### src/rtl/ovl_pkg.sv
package ovl_pkg;

    // List size and the widths that follow from it
    localparam int CAPACITY = 64;
    localparam int IDX_W    = $clog2(CAPACITY);
    localparam int CNT_W    = $clog2(CAPACITY + 1);
    localparam int LOG_W    = $clog2(CAPACITY);

    // Field widths
    localparam int OP_W    = 2;
    localparam int VALUE_W = 32;
    localparam int OUT_W   = 7;

    // Operation codes; any other code only reports
    localparam logic [OP_W-1:0] OP_INSERT = 2'd0;
    localparam logic [OP_W-1:0] OP_DELETE = 2'd1;

    // Shift commands broadcast to every cell
    typedef struct packed {
        logic                      insert_en;
        logic                      delete_en;
        logic signed [VALUE_W-1:0] new_value;
    } cell_ctrl_t;

endpackage

### src/rtl/ovl_cell.sv
module ovl_cell
    import ovl_pkg::*;
(
    input  logic                      clk,
    input  logic                      capture,
    input  logic [CNT_W-1:0]          idx,
    input  logic [CNT_W-1:0]          count,
    input  logic signed [VALUE_W-1:0] key,
    input  logic                      ge_self,
    input  logic                      ge_left,
    input  logic signed [VALUE_W-1:0] left_value,
    input  logic signed [VALUE_W-1:0] right_value,
    input  cell_ctrl_t                ctrl,
    output logic signed [VALUE_W-1:0] value,
    output logic                      match
);

    logic signed [VALUE_W-1:0] value_reg;
    logic signed [VALUE_W-1:0] value_next;
    logic                      match_reg;
    logic                      match_next;

    // Compare the stored entry against the key as the transfer is taken
    assign match_next = (value_reg == key) && (idx < count);

    // Take the new value, the left neighbour's or the right neighbour's, or hold
    always_comb
    begin
        value_next = value_reg;
        if (ctrl.insert_en)
        begin
            if (ge_self && !ge_left)
                value_next = ctrl.new_value;
            else if (ge_left)
                value_next = left_value;
        end
        else if (ctrl.delete_en && ge_self)
        begin
            value_next = right_value;
        end
    end

    always_ff @(posedge clk)
    begin
        value_reg <= value_next;
        if (capture)
            match_reg <= match_next;
    end

    assign value = value_reg;
    assign match = match_reg;

endmodule

### config.mk
export PLATFORM = sky130hd
export DESIGN_NAME = ovl_cell
export DESIGN_NICKNAME = d
export VERILOG_FILES = /design/src/rtl/ovl_pkg.sv /design/src/rtl/ovl_cell.sv
export SDC_FILE = /design/constraint.sdc
export NUM_CORES = 1
export LEC_CHECK = 0
export BUFFER_PORTS_ARGS = -buffer_cell sky130_fd_sc_hd__buf_2
export CORE_UTILIZATION = 42
export CTS_CLUSTER_DIAMETER = 100
export DETAILED_ROUTE_END_ITERATION = 8
export GPL_ROUTABILITY_DRIVEN = 0
export PLACE_DENSITY_LB_ADDON = 0.1
export SLEW_MARGIN = 20
export SYNTH_ARGS = -nofsm -noshare
export SYNTH_HDL_FRONTEND = slang
export SYNTH_SLANG_ARGS = --single-unit
### constraint.sdc
create_clock -name clk -period 5.1 [get_ports clk]
set_input_delay 0.255 -clock clk [delete_from_list [all_inputs] [get_ports clk]]
set_output_delay 0.255 -clock clk [all_outputs]
set_load 0.02 [all_outputs]
==> results.sh <==
export IMPL_outcome="finished clean"
export IMPL_largest_reg_flops=32
export IMPL_ys_types=20
export IMPL_fp_dieH_um=74.16
export IMPL_hp_start="capture"
export IMPL_grt_setup_unrepaired="false"
export IMPL_placed_area_um2=3112
export IMPL_path_delay_family="buffers and inverters"
export IMPL_cp_depth=3
export IMPL_period_share_pct=40.86
export IMPL_fill_cells=424
export IMPL_critPathLaunchType="input port"
export IMPL_yosysWarnings=0
export IMPL_cts_tree="built"
export IMPL_fin_ws_ns=3.016
export IMPL_layout_drive_gt1_share_pct=49.35
export IMPL_clkSinkCount=33
export IMPL_ctsHoldBuffers=0
export IMPL_crit_fanout=66
export IMPL_area_delta_synth_final_pct=45.77
export IMPL_vias_per_cell=4.696
export IMPL_peakVddDrop_uv=147.0
export IMPL_synth_cells=207
export IMPL_maxCapViolations=0
export IMPL_wl_per_cell_um=12.42
export IMPL_grt_pass1_vias=1898
export IMPL_clockBufferDepth=2
export IMPL_drt_drc_violations_left=0
export IMPL_cpMaxStageDelayCell="buf_2"
export IMPL_clk_pin_slew_worst_paths_ns=0.06
export IMPL_worstPathRequired_ns=4.99
export IMPL_max_freq_mhz=479.9
export IMPL_synth_yosys_seq_area_share_pct=45.31
export IMPL_regToRegStartpoint="value[11]"
export IMPL_grt_pass1_wl_mm=7.969
export IMPL_tightest_slew_ns=1.017
export IMPL_hp_class="in2reg"
export IMPL_die_area_um2=5500
export IMPL_vias=2113
export IMPL_crit_buf_inv=1
export IMPL_rr_worst_depth=4
export IMPL_n_antenna_cell=0
export IMPL_crit_path_max_incr_delay_ns=0.75
export IMPL_nNetsFinal=537
export IMPL_clk_latency_ns=0.27
export IMPL_crit_arrival_ns=1.98
export IMPL_power_density_nw_per_um2=240.9
export IMPL_postRouteAntennaNets=0
export IMPL_grt_usage_pct=19.68
export IMPL_synth_avg_cell_area_um2=10.57
export IMPL_cts_made_buffers=5
export IMPL_crit_chain="buf_2, a21oi_1, nor2_4"
export IMPL_period_minus_slack_ns=2.084
export IMPL_syn_nets=361
export IMPL_grt_max_degree=67
export IMPL_num_rows=25
export IMPL_yosys_register_bits=33
export IMPL_synthesis_area_um2=2187
export IMPL_cts_resized=0
export IMPL_setup_tns_ns=0
export IMPL_ios=181
export IMPL_dp_hpwl_mm=4.596
export IMPL_grt_antenna_before_repair=0
export IMPL_final_cell_area_um2=3188
export IMPL_post_cts_repair_setup_buffers=0
export IMPL_mostFrequentLayoutCells="buf_2, a21oi_1, nor2_1, edfxtp_1, mux2i_1"
export IMPL_setup_viol_count_final=0
export IMPL_hold_viol=0
export IMPL_end_kind="flop"
export IMPL_critPathKind="in2reg"
export IMPL_skew_ns=0.004056
export IMPL_startpoint="ctrl[33]"
export IMPL_finalMaxSlewViolations=0
export IMPL_post_place_ws_ns=2.722
export IMPL_leakage_uw=0.001680
export IMPL_grt_overflow_total=0
export IMPL_hold_depth=1
export IMPL_final_common_cell="buf_2"
export IMPL_first_iter_violations=43
export IMPL_numPortBuffers=180
export IMPL_cts_root_buffer="clkbuf_8"
export IMPL_htreeDepth=2
export IMPL_routed_wl_mm=5.588
export IMPL_die_width_um=74.16
export IMPL_start_util_pct=44.82
export IMPL_first_pass_iters=4
export IMPL_design_core_area_um2=4880
export IMPL_slew_headroom_pct=32.21
routing by layer:
metal	vias up	GRT usage, %	share of wire (%)
met5	-	0	0
met4	0	6.197	1.4
met3	8	6.369	8.5
met2	103	37.88	53
met1	910	19.90	37
li1	1092	-	-
cell usage after synthesis:
cell / number / area (um2)
buf_6: 3 / 33.78
nand2b_1: 2 / 12.51
a21oi_1: 36 / 180.2
buf_2: 2 / 10.01
nor2_1: 34 / 127.6
nand4_1: 2 / 12.51
nor3_1: 2 / 10.01
o2111ai_1: 2 / 17.52
nand2_1: 1 / 3.750
buf_4: 1 / 7.510
xor2_1: 31 / 271.5
clkbuf_1: 5 / 18.77
ha_1: 6 / 75.07
nor4_2: 2 / 25.02
inv_1: 6 / 22.52
mux2i_1: 32 / 320.3
edfxtp_1: 33 / 991.0
nor4_1: 5 / 31.28
xnor2_1: 1 / 8.760
a21o_1: 1 / 7.510
worst reg2reg max path: cells and delay by family, from the launching register on:
family	cells	cell delay [ns]
AOI/OAI and AO/OA	1	0.18
and+or+nand+nor	2	0.62
DFF	1	0.42
xor gates and xnor gates	1	0.16
where the power goes:
| group | switching, uW | internal, uW | leakage [uW] | total, uW |
|---|---|---|---|---|
| Clock | 81.2 | 91.8 | 0.0000387 | 173 |
| Sequential | 22.0 | 340 | 0.000324 | 362 |
| Combinational | 126 | 107 | 0.00132 | 233 |
| Total | 229 | 539 | 0.00168 | 768 |
final timing paths:
| check | endpoint | slack (ns) |
|---|---|---|
| min | match | 0.20 |
| min reg2reg | match | 0.74 |
| max | value[26] | 3.02 |
| max reg2reg | match | 3.56 |
logic make-up after synthesis:
group	count (synthesis)	synth area share, %
muxes	32	14.65
AOI/OAI and AO/OA	39	9.382
xor gates and xnor gates	32	12.81
and+or+nand+nor	48	10.18
buffers and inverters	17	4.233
DFF	33	45.31
adders and majority gates	6	3.432
cell type report:
class | instances | area, um2 | area share [%]
flip-flops and latches | 33 | 991.0 | 31.08
clock buffers | 6 | 72.57 | 2.276
clock inverters | 1 | 3.754 | 0.1177
inverters | 6 | 22.52 | 0.7064
well taps | 67 | 83.83 | 2.630
repair buffers | 180 | 900.9 | 28.26
multi-input cells | 157 | 1114 | 34.93
metrics by stage:
step | hold slack (ns) | total power, uW | util (%) | std cells
final | 0.1953 | 768.0 | 65.33 | 450
after global routing | 0.1783 | 812.8 | 65.33 | 450
after CTS | 0.1868 | 777.2 | 65.33 | 450
after detailed placement | 0.4690 | 602.7 | 63.77 | 443
after global placement | 0.4686 | 599.2 | 63.77 | 443
after floorplan | 0.3675 | 497.7 | - | 207
No activity file was read; power rests on OpenSTA's default activity.
